## src/rtl/lfs_pkg.sv

```systemverilog
package lfs_pkg;

  localparam int unsigned BYTE_W      = 8;
  localparam int unsigned LEN_W       = 32;
  localparam int unsigned SEEN_W      = 3;
  localparam int unsigned CFG_INDEX_W = 2;
  localparam int unsigned QUEUE_DEPTH = 4;
  localparam int unsigned QPTR_W      = $clog2(QUEUE_DEPTH);
  localparam int unsigned QCNT_W      = $clog2(QUEUE_DEPTH + 1);

  // Length field sizes of the two framing versions.
  localparam logic [SEEN_W-1:0] FIELD_LEN_OLD = SEEN_W'(4);
  localparam logic [SEEN_W-1:0] FIELD_LEN_NEW = SEEN_W'(3);
  localparam logic [LEN_W-1:0]  OLD_HDR_BYTES = LEN_W'(4);

  // Register indexes on the configuration channel.
  localparam logic [CFG_INDEX_W-1:0] CFG_VERSION_MODE = CFG_INDEX_W'(0);
  localparam logic [CFG_INDEX_W-1:0] CFG_MIN_LENGTH   = CFG_INDEX_W'(1);

  localparam logic       VERSION_RESET = 1'b1;
  localparam logic [7:0] MIN_LEN_RESET = 8'd6;

  typedef enum logic [1:0] {
    PH_LENGTH  = 2'd0,
    PH_PAYLOAD = 2'd1,
    PH_ERROR   = 2'd2
  } phase_t;

  // One result word as it travels through the queue.
  typedef struct packed {
    logic [BYTE_W-1:0] payload_byte;
    logic              first_of_frame;
    logic              last_of_frame;
    logic              empty_frame;
    logic              stream_error;
  } result_t;

  // Configuration write as seen by the front end.
  typedef struct packed {
    logic                   wr_en;
    logic [CFG_INDEX_W-1:0] index;
    logic [BYTE_W-1:0]      data;
  } cfg_wr_t;

endpackage

```

## src/rtl/lfs_front.sv

```systemverilog
module lfs_front (
  input  logic                     clk,
  input  logic                     rst,
  input  lfs_pkg::cfg_wr_t         cfg_wr,
  input  logic                     in_accept,
  input  logic [lfs_pkg::BYTE_W-1:0] in_byte,
  output logic                     push,
  output lfs_pkg::result_t         push_word
);
  import lfs_pkg::*;

  logic              version_mode;
  logic [7:0]        min_frame_length;
  phase_t            phase, phase_next;
  logic [LEN_W-1:0]  length_accumulator, length_accumulator_next;
  logic [SEEN_W-1:0] length_bytes_seen, length_bytes_seen_next;
  logic [LEN_W-1:0]  payload_remaining, payload_remaining_next;
  logic              at_frame_start, at_frame_start_next;

  logic [SEEN_W-1:0] field_len;
  logic [SEEN_W-1:0] seen_inc;
  logic [LEN_W-1:0]  acc_shift;
  logic              field_done;
  logic              len_small;
  logic [LEN_W-1:0]  len_old;
  logic [LEN_W-1:0]  len_eff;
  logic [LEN_W-1:0]  rem_dec;
  logic              rem_last;

  assign field_len  = version_mode ? FIELD_LEN_NEW : FIELD_LEN_OLD;
  assign seen_inc   = length_bytes_seen + SEEN_W'(1);
  assign acc_shift  = {length_accumulator[LEN_W-BYTE_W-1:0], in_byte};
  assign field_done = (seen_inc >= field_len);
  assign len_small  = (acc_shift < {{(LEN_W-8){1'b0}}, min_frame_length});
  assign len_old    = (acc_shift >= OLD_HDR_BYTES) ? (acc_shift - OLD_HDR_BYTES) : '0;
  assign len_eff    = version_mode ? acc_shift : len_old;
  assign rem_dec    = payload_remaining - LEN_W'(1);
  assign rem_last   = (rem_dec == '0);

  always_ff @(posedge clk) begin
    if (rst) begin
      version_mode     <= VERSION_RESET;
      min_frame_length <= MIN_LEN_RESET;
    end else if (cfg_wr.wr_en) begin
      if (cfg_wr.index == CFG_VERSION_MODE) begin
        version_mode <= cfg_wr.data[0];
      end else if (cfg_wr.index == CFG_MIN_LENGTH) begin
        min_frame_length <= cfg_wr.data;
      end
    end
  end

  // Next phase.
  always_comb begin
    phase_next = phase;
    if (in_accept) begin
      unique case (phase)
        PH_LENGTH: begin
          if (field_done) begin
            if (len_small) begin
              phase_next = PH_ERROR;
            end else if (len_eff != '0) begin
              phase_next = PH_PAYLOAD;
            end
          end
        end
        PH_PAYLOAD: begin
          if (rem_last) begin
            phase_next = PH_LENGTH;
          end
        end
        PH_ERROR: phase_next = PH_ERROR;
        default:  phase_next = PH_ERROR;
      endcase
    end
  end

  // Datapath updates and result word.
  always_comb begin
    length_accumulator_next = length_accumulator;
    length_bytes_seen_next  = length_bytes_seen;
    payload_remaining_next  = payload_remaining;
    at_frame_start_next     = at_frame_start;
    push                    = 1'b0;
    push_word               = '0;
    if (in_accept) begin
      unique case (phase)
        PH_LENGTH: begin
          if (field_done) begin
            length_accumulator_next = '0;
            length_bytes_seen_next  = '0;
            if (len_small) begin
              push                   = 1'b1;
              push_word.stream_error = 1'b1;
            end else if (len_eff == '0) begin
              at_frame_start_next     = 1'b1;
              push                    = 1'b1;
              push_word.last_of_frame = 1'b1;
              push_word.empty_frame   = 1'b1;
            end else begin
              payload_remaining_next = len_eff;
              at_frame_start_next    = 1'b1;
            end
          end else begin
            length_accumulator_next = acc_shift;
            length_bytes_seen_next  = seen_inc;
          end
        end
        PH_PAYLOAD: begin
          payload_remaining_next   = rem_dec;
          at_frame_start_next      = rem_last;
          push                     = 1'b1;
          push_word.payload_byte   = in_byte;
          push_word.first_of_frame = at_frame_start;
          push_word.last_of_frame  = rem_last;
        end
        default: begin
        end
      endcase
    end
  end

  always_ff @(posedge clk) begin
    if (rst) begin
      phase              <= PH_LENGTH;
      length_accumulator <= '0;
      length_bytes_seen  <= '0;
      payload_remaining  <= '0;
      at_frame_start     <= 1'b1;
    end else begin
      phase              <= phase_next;
      length_accumulator <= length_accumulator_next;
      length_bytes_seen  <= length_bytes_seen_next;
      payload_remaining  <= payload_remaining_next;
      at_frame_start     <= at_frame_start_next;
    end
  end

  // A field completes on the byte that reaches its size, so the stored count stays at most three.
  assert property (@(posedge clk) disable iff (rst) length_bytes_seen <= FIELD_LEN_NEW)
    else $error("length byte count ran past the longest partial field");

  // Once the stream is in error nothing more is produced.
  assert property (@(posedge clk) disable iff (rst) (phase == PH_ERROR) |-> !push)
    else $error("word produced after stream error");

  // An error word always locks the parser.
  assert property (@(posedge clk) disable iff (rst)
    (push && push_word.stream_error) |=> (phase == PH_ERROR))
    else $error("error word without entering error phase");

endmodule

```

## src/rtl/lfs_queue.sv

```systemverilog
module lfs_queue (
  input  logic             clk,
  input  logic             rst,
  input  logic             push,
  input  lfs_pkg::result_t push_word,
  output logic             full,
  output logic             out_valid,
  input  logic             out_ready,
  output lfs_pkg::result_t out_word
);
  import lfs_pkg::*;

  result_t           mem [QUEUE_DEPTH];
  logic [QPTR_W-1:0] wr_ptr;
  logic [QPTR_W-1:0] rd_ptr;
  logic [QCNT_W-1:0] count;
  logic              pop;

  assign full      = (count == QCNT_W'(QUEUE_DEPTH));
  assign out_valid = (count != '0);
  assign pop       = out_valid && out_ready;
  assign out_word  = mem[rd_ptr];

  always_ff @(posedge clk) begin
    if (push) begin
      mem[wr_ptr] <= push_word;
    end
  end

  always_ff @(posedge clk) begin
    if (rst) begin
      wr_ptr <= '0;
      rd_ptr <= '0;
      count  <= '0;
    end else begin
      if (push) begin
        wr_ptr <= wr_ptr + QPTR_W'(1);
      end
      if (pop) begin
        rd_ptr <= rd_ptr + QPTR_W'(1);
      end
      if (push && !pop) begin
        count <= count + QCNT_W'(1);
      end else if (pop && !push) begin
        count <= count - QCNT_W'(1);
      end
    end
  end

  assert property (@(posedge clk) disable iff (rst) push |-> !full)
    else $error("write into a full queue");

  assert property (@(posedge clk) disable iff (rst) count <= QCNT_W'(QUEUE_DEPTH))
    else $error("queue count beyond depth");

  assert property (@(posedge clk) disable iff (rst)
    (push && !pop) |=> (count == $past(count) + QCNT_W'(1)))
    else $error("queue count missed a write");

endmodule

```

## src/rtl/length_prefixed_frame_splitter_top.sv

```systemverilog
// Length-prefixed frame splitter.
//
// Bytes of a raw stream enter on the s_axis channel, one word per byte. Each
// frame opens with a big-endian length field: four bytes counting themselves
// when version_mode is 0, three bytes counting only the payload when it is 1.
// Every payload byte leaves on the m_axis channel with first and last marks in
// tuser and tlast. A frame with no payload gives one empty-frame word, and a
// length below min_frame_length gives one error word after which all further
// input is swallowed until reset. Length bytes produce no payload word.
// Registers are written on the cfg channel (index 0 version_mode, index 1
// min_frame_length); other indexes are ignored. Write them only while idle.
// A payload byte accepted at an edge enters the queue at that edge and is
// on m_axis right after it if no earlier word waits. Throughput is one byte
// per clock while the queue is not full. A four-word queue sits between
// parser and output, so input keeps flowing while a result waits; when the
// receiver stalls the queue fills; s_axis_tready drops only once it is full.
// Reset (rst, synchronous) empties the queue, restores register defaults and
// clears any error lock, returning the parser to length collection.
module length_prefixed_frame_splitter_top (
  input  logic                        clk,
  input  logic                        rst,
  // Input stream.
  input  logic                        s_axis_tvalid,
  output logic                        s_axis_tready,
  input  logic [lfs_pkg::BYTE_W-1:0]  s_axis_tdata,  // [7:0] data_byte
  // Output stream.
  output logic                        m_axis_tvalid,
  input  logic                        m_axis_tready,
  output logic [lfs_pkg::BYTE_W-1:0]  m_axis_tdata,  // [7:0] payload_byte
  output logic                        m_axis_tlast,  // last_of_frame
  output logic [2:0]                  m_axis_tuser,  // [0] first_of_frame,
                                                     // [1] empty_frame, [2] stream_error
  // Configuration writes.
  input  logic                        cfg_valid,
  output logic                        cfg_ready,
  input  logic [lfs_pkg::CFG_INDEX_W-1:0] cfg_index,
  input  logic [lfs_pkg::BYTE_W-1:0]  cfg_data
);
  import lfs_pkg::*;

  cfg_wr_t cfg_wr;
  logic    in_accept;
  logic    push;
  result_t push_word;
  logic    queue_full;
  result_t out_word;

  // Register writes are always taken.
  assign cfg_ready     = 1'b1;
  assign cfg_wr.wr_en  = cfg_valid;
  assign cfg_wr.index  = cfg_index;
  assign cfg_wr.data   = cfg_data;

  // Keep accepting as long as the queue can take one more word.
  assign s_axis_tready = !queue_full;
  assign in_accept     = s_axis_tvalid && s_axis_tready;

  lfs_front u_front (
    .clk       (clk),
    .rst       (rst),
    .cfg_wr    (cfg_wr),
    .in_accept (in_accept),
    .in_byte   (s_axis_tdata),
    .push      (push),
    .push_word (push_word)
  );

  lfs_queue u_queue (
    .clk       (clk),
    .rst       (rst),
    .push      (push),
    .push_word (push_word),
    .full      (queue_full),
    .out_valid (m_axis_tvalid),
    .out_ready (m_axis_tready),
    .out_word  (out_word)
  );

  assign m_axis_tdata = out_word.payload_byte;
  assign m_axis_tlast = out_word.last_of_frame;
  assign m_axis_tuser = {out_word.stream_error, out_word.empty_frame, out_word.first_of_frame};

endmodule
```

## config.mk

```make
export PLATFORM = sky130hd
export DESIGN_NAME = length_prefixed_frame_splitter_top
export DESIGN_NICKNAME = d
export VERILOG_FILES = /design/src/rtl/lfs_pkg.sv /design/src/rtl/lfs_front.sv /design/src/rtl/lfs_queue.sv /design/src/rtl/length_prefixed_frame_splitter_top.sv
export SDC_FILE = /design/constraint.sdc
export NUM_CORES = 1
export LEC_CHECK = 0
export ABC_AREA = 0
export BUFFER_PORTS_ARGS = -buffer_cell sky130_fd_sc_hd__buf_2
export CORE_MARGIN = 2
export CORE_UTILIZATION = 40
export DETAILED_ROUTE_END_ITERATION = 8
export PLACE_DENSITY = 0.58
export SLEW_MARGIN = 20
export SYNTH_ARGS = -nofsm -noshare
export SYNTH_HDL_FRONTEND = slang
export SYNTH_SLANG_ARGS = --single-unit
```

## constraint.sdc

```tcl
create_clock -name clk -period 4.3 [get_ports clk]
set_input_delay 0.215 -clock clk [delete_from_list [all_inputs] [get_ports clk]]
set_output_delay 0.215 -clock clk [all_outputs]
set_load 0.1 [all_outputs]
```

==> flow_metrics.py, run 1 <==
metrics = {
    "job": {
        "maxCapViolCount": 0,
    },
    "drt": {
        "vias": 6326,
        "wl_per_cell_um": 19.6,
        "ant_nets": 0,
        "dr.pass1.iters": 6,
        "routed_via_density": 5.93,
        "drtIter0Drc": 573,
        "wirelength_um": 20900,
        "drc": 0,
    },
    "placed_design": {
        "io_buffers": 36,
        "gp_congestion": 0.950,
        "dpl_cell_area_sq_um": 7740,
        "dpl.hpwl_um": 14500,
        "dp_cells": 1035,
        "place_ws_ps": 53.0,
    },
    "worst_setup_path": {
        "reg2reg_from": "u_front.length_accumulator[6]",
        "path_max_fanout": 15,
        "rrSetupSlack_ps": 170,
        "required_ps": 4650,
        "cp.arrival_ps": 4470,
        "crit_slowest_cell": "or4_1",
        "cp_common_cell": "inv_1",
        "critPathMaxStageDelay_ps": 570,
        "r2r-end": "u_queue.count[2]",
        "path_cells": "nor4_2, nand3_1, buf_12, nor3_1, a31oi_1, or4_1, o31ai_2, o21ai_0, inv_1, ha_1, inv_1, fa_1, xor2_1, or3_1, a21oi_1",
        "critPathLaunchType": "flip-flop",
        "crit_path_end_kind": "flip-flop",
        "worst_r2r_path_depth": 15,
        "critPathKind": "flip-flop to flip-flop",
    },
    "cts": {
        "numCtsBuffers": 17,
        "post_cts_resized": 0,
        "cts_root_buf": "clkbuf_16",
        "clk_path_buf_depth": 2,
        "clkTransAtPathRegs_ps": 70,
        "insertion_delay_ps": 430,
        "cts_tree": "done",
        "cts_sinks": 128,
        "hold_buffers": 0,
        "cts_max_level": 4,
        "post_cts_buffers": 0,
    },
    "yosys": {
        "ys_ff_latch": 128,
        "async_flop_share_pct": 0,
        "synth_flop_cell": "dfxtp_1",
        "synth.distinct_cells": 62,
        "synth_top_area_share_pct": 22.1,
        "syn-num-nets": 836,
        "syn_avg_cell_area_sq_um": 9.14,
        "yosys.area.top_type": "dfxtp_1",
        "synth_edf_count": 48,
        "yosysSeqAreaShare_pct": 42.0,
        "synthTopCellsByArea": "dfxtp_1 22%, edfxtp_1 20%, nor2_1 4.7%",
        "syn_inst": 792,
        "syn_area_sq_um": 7240,
        "yosys_warnings": 0,
    },
    "timing": {
        "finalCriticalPeriod_ps": 4130,
        "fin_crit_sh_pct": 95.9,
        "slew_headroom_pct": 28.9,
        "hold_viol_final": 0,
        "setup_violations": 0,
        "finalClockSkew_ps": 14.0,
        "holdWs_ps": 13.1,
        "fin_ws_ps": 174,
        "slew_viol_final": 0,
        "fmax_mhz": 242,
        "worstMarginPinSlew_ps": 1060,
    },
    "grt": {
        "grt_pass1_wl_um": 33800,
        "track_usage_pct": 22.1,
        "grt_pass1_vias": 6209,
        "grt_antenna_before_repair": 0,
        "grt_start_max_net_pins": 56,
        "globalRouteOverflowTotal": 0,
    },
    "worst_hold_path": {
        "hold_path_startpoint": "cfg_data[4]",
        "whs_endpoint": "u_front.min_frame_length[4]",
        "whs_path_depth": 3,
        "hp-class": "input port to flip-flop",
    },
    "cells_and_area": {
        "final_common_cell": "nor2_1",
        "layout.cells.non_filler": 1067,
        "mostFrequentLayoutCells": "89 x nor2_1, 80 x dfxtp_1, 59 x nand2_1",
        "drive_gt1_share_pct": 17.2,
        "num_antenna_cells": 0,
        "syn2layout_area_growth_pct": 16.1,
        "final_util_pct": 47.1,
        "fin_area_sq_um": 8410,
        "final_nets": 869,
    },
    "floorplanning": {
        "coreArea_sq_um": 17800,
        "design.die.area_sq_um": 19200,
        "initial_core_util_pct": 40.6,
        "die_y_um": 139,
        "chipWidth_um": 139,
        "row_count": 49,
        "ios": 38,
    },
    "power_and_ir_drop": {
        "switching_share_pct": 46.4,
        "pwr-share-seq_pct": 26.5,
        "p_int_w": 0.00345,
        "combPwrFrac_pct": 49.5,
        "ir_worst_vdd_v": 0.000378,
        "p_clk_share_pct": 24.0,
        "power_switching_w": 0.00298,
        "leakage_nw": 3.25,
        "powerDensity_nw_per_um2": 765,
    },
    "run_status": {
        "status": "complete, no violations",
    },
}
registers in the layout, indices dropped and copies added (netlist names), 2 cells and up, named ones only:
signal                      cells
u_queue.rd_ptr                  2
u_front.phase                   2
u_front.min_frame_length        8
u_front.payload_remaining      32
u_queue.count                   3
u_front.length_accumulator     24
u_front.length_bytes_seen       3
u_queue.wr_ptr                  2
u_queue.mem                    48
layout make-up:
type / count / area [sq um]
Inverter: 25 / 93.8
Multi-Input combinational cell: 577 / 3870
Fill cell: 1692 / 9430
Timing Repair Buffer: 76 / 493
Clock inverter: 15 / 194
Sequential cell: 128 / 3040
Clock buffer: 17 / 425
Tap cell: 229 / 287
cell families after synthesis:
family | Yosys count | share of synthesized area, %
AO/OA/AOI/OAI | 169 | 15.7
adder cells (fa/ha/maj) | 21 | 3.73
other | 1 | 0.0518
flip-flops | 128 | 42.0
AND/OR/NAND/NOR | 320 | 22.8
XOR/XNOR | 43 | 5.20
multiplexers | 23 | 5.25
buffers and inverters | 87 | 5.29
metal layers:
| layer | vias up | track usage [%] | part of all wire, % |
|---|---|---|---|
| li1 | 3008 | - | - |
| met1 | 3070 | 29.7 | 46 |
| met2 | 214 | 35.3 | 47 |
| met3 | 34 | 4.80 | 5.0 |
| met4 | 0 | 8.00 | 2.1 |
| met5 | - | 0 | 0 |
critical path: cells and delay by family, from the launching register on:
family          cells  cell delay (ps)
simple gates        5             1780
flops               1              320
buf+inv             3              420
fa+ha+maj           2              580
compound gates      4              790
xor+xnor            1              180
worst max-delay path by stage:
stage / from / endpoint / slack (ps) / depth (start not counted)
4_1_cts: u_front.length_accumulator[6] / u_queue.count[2] / 50 / 15
2_1_floorplan: s_axis_tdata[2] / u_queue.count[2] / 30 / 18
3_5_place_dp: s_axis_tdata[2] / u_queue.count[2] / 50 / 17
6_report: u_front.length_accumulator[6] / u_queue.count[2] / 170 / 15
5_1_grt: u_front.length_accumulator[6] / u_queue.count[2] / -2 / 15
3_3_place_gp: s_axis_tdata[2] / u_queue.count[2] / 210 / 17
stage by stage:
stage | TNS, ps | power [W]
after floorplan | 0 | 0.00413
after global placement | 0 | 0.00479
after detailed placement | 0 | 0.00484
after CTS | 0 | 0.00640
after global routing | -2.48 | 0.00684
final | 0 | 0.00643
power by group through the flow:
stage	Sequential (W)	Combinational [W]	Clock (W)
after floorplan	0.00159	0.00254	0
after global placement	0.00170	0.00309	0
after detailed placement	0.00172	0.00313	0
after CTS	0.00169	0.00314	0.00157
after global routing	0.00173	0.00348	0.00162
final	0.00170	0.00318	0.00154
Yosys cell counts, drive strengths merged, types with 7 or more instances:
master / instances
nor2: 91
dfxtp: 80
nand2: 59
edfxtp: 48
clkbuf: 43
a21oi: 41
nor4: 36
a22oi: 30
nor3: 30
xor2: 28
o21ai: 27
inv: 25
ha: 20
buf: 19
nand3: 17
a211oi: 16
or3: 15
xnor2: 15
a31oi: 13
mux4: 12
a32o: 11
mux2i: 11
nand4: 11
or4: 11
and3: 8
nor3b: 8
a21o: 7
No activity file was read; power rests on OpenSTA's default activity.
==> run 2, diff against run 1 <==
Settings changed: CORE_MARGIN 2 to 10, PLACE_DENSITY 0.58 to 0.57.
==> flow_metrics.py, run 2 (same netlist as run 1, synthesis figures left out) <==
metrics = {
    "run_status": {
        "status": "complete, no violations",
    },
    "floorplanning": {
        "initial_core_util_pct": 40.5,
        "chipWidth_um": 155,
        "die_y_um": 155,
        "ios": 38,
        "coreArea_sq_um": 17900,
        "design.die.area_sq_um": 23900,
        "row_count": 49,
    },
    "drt": {
        "ant_nets": 0,
        "drtIter0Drc": 543,
        "drc": 0,
        "dr.pass1.iters": 5,
        "wirelength_um": 20100,
        "wl_per_cell_um": 18.5,
        "routed_via_density": 5.87,
        "vias": 6383,
    },
    "worst_setup_path": {
        "cp-startpoint": "u_front.length_accumulator[2]",
        "required_ps": 4650,
        "r2r-end": "u_queue.count[2]",
        "path_delay_family": "simple AND/OR/NAND/NOR gates",
        "worstSetupPathDepth": 16,
        "worst_r2r_path_depth": 16,
        "critPathMaxStageDelay_ps": 610,
        "rrSetupSlack_ps": 250,
        "critPathKind": "flip-flop to flip-flop",
        "critPathCapture": "u_queue.count[2]",
        "crit_buf_inv": 4,
        "crit_path_end_kind": "flip-flop",
        "cp.arrival_ps": 4390,
        "path_cells": "nor4_1, buf_4, nand3_1, buf_4, nor3_1, a31oi_1, or4_1, o31ai_4, o21ai_0, inv_1, ha_1, inv_1, fa_1, xor2_1, or3_1, a21oi_1",
        "path_max_fanout": 6,
        "reg2reg_from": "u_front.length_accumulator[2]",
        "critPathLaunchType": "flip-flop",
        "crit_slowest_cell": "or4_1",
    },
    "placed_design": {
        "dpl.hpwl_um": 14100,
        "dpl_cell_area_sq_um": 7880,
        "place_ws_ps": 24.8,
        "gp_congestion": 0.928,
        "io_buffers": 36,
    },
    "cells_and_area": {
        "final_common_cell": "nor2_1",
        "reg_top3": "u_queue.mem x48, u_front.payload_remaining x32, u_front.length_accumulator x24",
        "drive_gt1_share_pct": 18.4,
        "regMostFlops": "u_queue.mem",
        "fin_area_sq_um": 8490,
        "mostFrequentLayoutCells": "89 x nor2_1, 80 x dfxtp_1, 60 x buf_4",
        "largest_reg_flops": 48,
        "num_antenna_cells": 0,
        "final_nets": 889,
        "syn2layout_area_growth_pct": 17.2,
    },
    "power_and_ir_drop": {
        "leakage_nw": 3.32,
        "p_int_w": 0.00343,
        "powerDensity_nw_per_um2": 748,
        "power_switching_w": 0.00293,
        "pwr-share-seq_pct": 26.6,
        "combPwrFrac_pct": 50.9,
        "switching_share_pct": 46.1,
        "ir_worst_vdd_v": 0.000424,
        "p_clk_share_pct": 22.5,
    },
    "grt": {
        "grt_pass1_vias": 6097,
        "grt_start_max_net_pins": 75,
        "track_usage_pct": 16.7,
        "grt.busiest_layer": "met2",
        "globalRouteOverflowTotal": 0,
        "groute.layer.met1.usage_pct": 21.4,
        "grt_antenna_before_repair": 0,
        "grt_pass1_wl_um": 32400,
        "use_met2_pct": 26.9,
        "use_met3_pct": 3.58,
    },
    "cts": {
        "cts_root_buf": "clkbuf_16",
        "cts_tree": "done",
        "numCtsBuffers": 17,
        "post_cts_buffers": 0,
        "clkTransAtPathRegs_ps": 60,
        "cts_max_level": 4,
        "clk_path_buf_depth": 2,
        "cts_sinks": 128,
        "insertion_delay_ps": 420,
    },
    "timing": {
        "fmax_mhz": 247,
        "fin_crit_sh_pct": 94.1,
        "finalCriticalPeriod_ps": 4050,
        "worstMarginPinSlew_ps": 840,
        "hold_viol_final": 0,
        "slew_viol_final": 0,
        "fin_ws_ps": 252,
        "rsz0062_at_grt": "false",
        "setup_violations": 0,
        "slew_headroom_pct": 43.9,
        "tns_ps": 0,
        "finalClockSkew_ps": 15.5,
    },
    "job": {
        "maxCapViolCount": 0,
    },
    "worst_hold_path": {
        "hp-class": "input port to flip-flop",
    },
}
[run 2: cell count changes in the layout (fill, tap and decap cells not counted), sizes merged]
| cell | before | now |
|---|---|---|
| buf | 76 | 96 |
| bufinv | 3 | 2 |
| clkinv | 3 | 6 |
| clkinvlp | 1 | 3 |
| inv | 33 | 29 |
[run 2: through the flow]
stage	power [W]	instances	hold WS (ps)	utilization (%)
final	0.00635	1087	29.1	47.4
after global routing	0.00678	1087	31.4	47.4
after CTS	0.00635	1087	12.8	47.3
after detailed placement	0.00489	1055	456	44.0
after global placement	0.00485	1055	445	44.0
after floorplan	0.00413	792	353	-
[run 2: layer usage]
layer	up-vias	share of wire, %	routed length [um]
met5	-	0	0
li1	3055	-	-
met1	3078	45	9090
met4	0	2.5	499
met2	217	47	9520
met3	33	5.1	1030
[run 2: worst reg2reg max path, delay by kind of cell (launching register included)]
family                     cells  cell delay (ps)
xor gates and xnor gates       1              170
buffers and inverters          4              530
and+or+nand+nor                5             1560
DFF                            1              390
AOI/OAI and AO/OA              4              790
adders and majority gates      2              540
[run 2: worst min path at each step]
stage                startpoint                           to  slack [ps]  depth (start not counted)
floorplan           cfg_data[0]         u_front.version_mode         350                          2
global placement    cfg_data[5]  u_front.min_frame_length[5]         450                          3
detailed placement  cfg_data[2]  u_front.min_frame_length[2]         460                          3
CTS                 cfg_data[2]  u_front.min_frame_length[2]          10                          3
global route        cfg_data[1]  u_front.min_frame_length[1]          30                          3
finish              cfg_data[2]  u_front.min_frame_length[2]          30                          3
[run 2: area by class of cell]
cell class	count	area, sq um
repair buffers	96	631
multi-input cells	577	3850
fillers	1701	9410
inverters	25	93.8
well taps	229	287
clock inverters	15	159
clock buffers	17	425
flip-flops and latches	128	3040
[run 2: repair_timing]
action,CTS,global route
setup endpoints to repair,0,1
resized for setup,0,4
hold buffers,0,0
[run 2: power groups by stage]
stage	clock [W]	combinational [W]	sequential, W
4_1_cts	0.00146	0.00321	0.00168
5_1_grt	0.00152	0.00354	0.00173
3_3_place_gp	0	0.00316	0.00170
3_5_place_dp	0	0.00319	0.00171
6_report	0.00143	0.00323	0.00169
2_1_floorplan	0	0.00254	0.00159
==> run 3, diff against run 2 <==
Settings changed: CORE_UTILIZATION 40 to 56, CTS_CLUSTER_SIZE from default to 20, PLACE_DENSITY 0.57 to 0.76, RECOVER_POWER from default to 100.
==> flow_metrics.py, run 3 (same netlist as run 1, synthesis figures left out) <==
metrics = {
    "run_status": {
        "status": "complete, no violations",
    },
    "drt": {
        "routed_via_density": 6.39,
        "drc": 0,
        "wirelength_um": 20900,
        "drtIter0Drc": 863,
        "vias": 6595,
        "ant_nets": 0,
        "wl_per_cell_um": 20.3,
        "dr.pass1.iters": 6,
    },
    "floorplanning": {
        "initial_core_util_pct": 57.4,
        "ios": 38,
        "coreArea_sq_um": 12600,
        "row_count": 41,
        "design.die.area_sq_um": 17900,
        "die_y_um": 134,
        "chipWidth_um": 134,
    },
    "cells_and_area": {
        "final_util_pct": 67.1,
        "reg_top3": "u_queue.mem x48, u_front.payload_remaining x32, u_front.length_accumulator x24",
        "syn2layout_area_growth_pct": 17.0,
        "final_nets": 891,
        "drive_gt1_share_pct": 17.2,
        "final_common_cell": "nor2_1",
        "largest_reg_flops": 48,
        "fillers": 1032,
        "regMostFlops": "u_queue.mem",
        "mostFrequentLayoutCells": "89 x nor2_1, 80 x dfxtp_1, 59 x nand2_1",
        "num_antenna_cells": 0,
    },
    "power_and_ir_drop": {
        "total_power_w": 0.00650,
        "powerDensity_nw_per_um2": 767,
        "leakage_nw": 3.29,
        "ir_worst_vdd_v": 0.000508,
    },
    "timing": {
        "fin_crit_sh_pct": 97.2,
        "rsz0062_at_grt": "false",
        "setup_violations": 0,
        "finalCriticalPeriod_ps": 4180,
        "slew_headroom_pct": 14.1,
        "hold_viol_final": 0,
        "worstMarginPinSlew_ps": 1290,
        "fmax_mhz": 239,
        "finalClockSkew_ps": 6.89,
        "slew_viol_final": 0,
    },
    "placed_design": {
        "gp_congestion": 0.903,
        "dpl.hpwl_um": 14700,
        "io_buffers": 36,
    },
    "cts": {
        "cts_max_level": 4,
        "cts_tree": "done",
        "clk_path_buf_depth": 2,
        "clkTransAtPathRegs_ps": 60,
        "insertion_delay_ps": 430,
        "numCtsBuffers": 17,
        "cts_sinks": 128,
        "cts_root_buf": "clkbuf_16",
    },
    "worst_setup_path": {
        "crit_path_end_kind": "flip-flop",
        "path_max_fanout": 6,
        "cp.arrival_ps": 4530,
        "critPathLaunchType": "flip-flop",
        "critPathKind": "flip-flop to flip-flop",
        "required_ps": 4650,
    },
    "grt": {
        "grt_pass1_vias": 6495,
        "grt_pass1_wl_um": 33800,
        "globalRouteOverflowTotal": 0,
        "grt_antenna_before_repair": 0,
        "track_usage_pct": 23.6,
        "grt_start_max_net_pins": 75,
    },
    "job": {
        "maxCapViolCount": 0,
    },
    "worst_hold_path": {
        "hp-class": "input port to flip-flop",
    },
}
==> run 3: path summary, 6_finish.rpt <==
check | startpoint | to | slack, ps | cells after the start
setup / recovery | u_front.length_accumulator[0] | u_queue.count[2] | 120 | 14
hold / removal | cfg_data[4] | u_front.min_frame_length[4] | 20 | 3
setup reg to reg | u_front.length_accumulator[0] | u_queue.count[2] | 120 | 14
hold reg to reg | u_front.payload_remaining[31] | u_front.payload_remaining[31] | 490 | 2
==> run 3: metrics by stage <==
| stage | setup WS, ps | hold WS (ps) | instance area [sq um] | cells | TNS (ps) |
|---|---|---|---|---|---|
| finish | 122 | 17.9 | 8470 | 1032 | 0 |
| global placement | 23.7 | 443 | 7830 | 999 | 0 |
| detailed placement | -107 | 451 | 7830 | 999 | -107 |
| global route | 12.6 | 33.8 | 8470 | 1032 | 0 |
| CTS | 22.4 | 6.39 | 8440 | 1031 | 0 |
| floorplan | 34.7 | 353 | 7240 | 792 | 0 |
==> run 3: per-layer routing <==
layer  routed length, um  share of wire, %  global-route usage [%]  up-vias
li1                    -                 -                       -     3055
met1                8790                42                    29.8     3152
met2                9710                46                    37.1      335
met3                1930               9.2                    7.41       53
met4                 496               2.4                    8.28        0
met5                   0                 0                       0        -
==> run 3: area by class of cell <==
cell class              instances  area [sq um]  area share [%]
multi-input cells             577          3900            46.0
clock inverters                13           145            1.71
inverters                      25          93.8            1.11
well taps                     172           215            2.54
clock buffers                  19           464            5.48
flip-flops and latches        128          3040            35.9
repair buffers                 98           609            7.19
==> run 3: critical path, stage by stage, from the launching register on <==
cell	delay [ps]
dfxtp_1	360
or4_1	610
nor4_2	340
xnor2_1	170
a31oi_1	160
or4_4	550
o31ai_4	380
o21ai_2	130
inv_1	110
ha_1	180
inv_1	60
fa_1	390
xor2_1	190
or3_1	300
a21oi_1	160
==> run 3: what timing repair did <==
| action | 4_1_cts | 5_1_grt |
|---|---|---|
| pin swaps | 0 | 1 |
| hold buffers | 0 | 0 |
| resized for setup | 1 | 14 |
| endpoints found under the setup margin | 1 | 2 |
| buffers inserted | 0 | 1 |
==> run 3: power by group <==
part	leakage, nW	internal (W)	switching [W]	total, W
Sequential	1.11	0.00144	0.000254	0.00169
Clock	0.297	0.000912	0.000577	0.00149
Combinational	1.89	0.00112	0.00220	0.00332
Total	3.29	0.00347	0.00303	0.00650
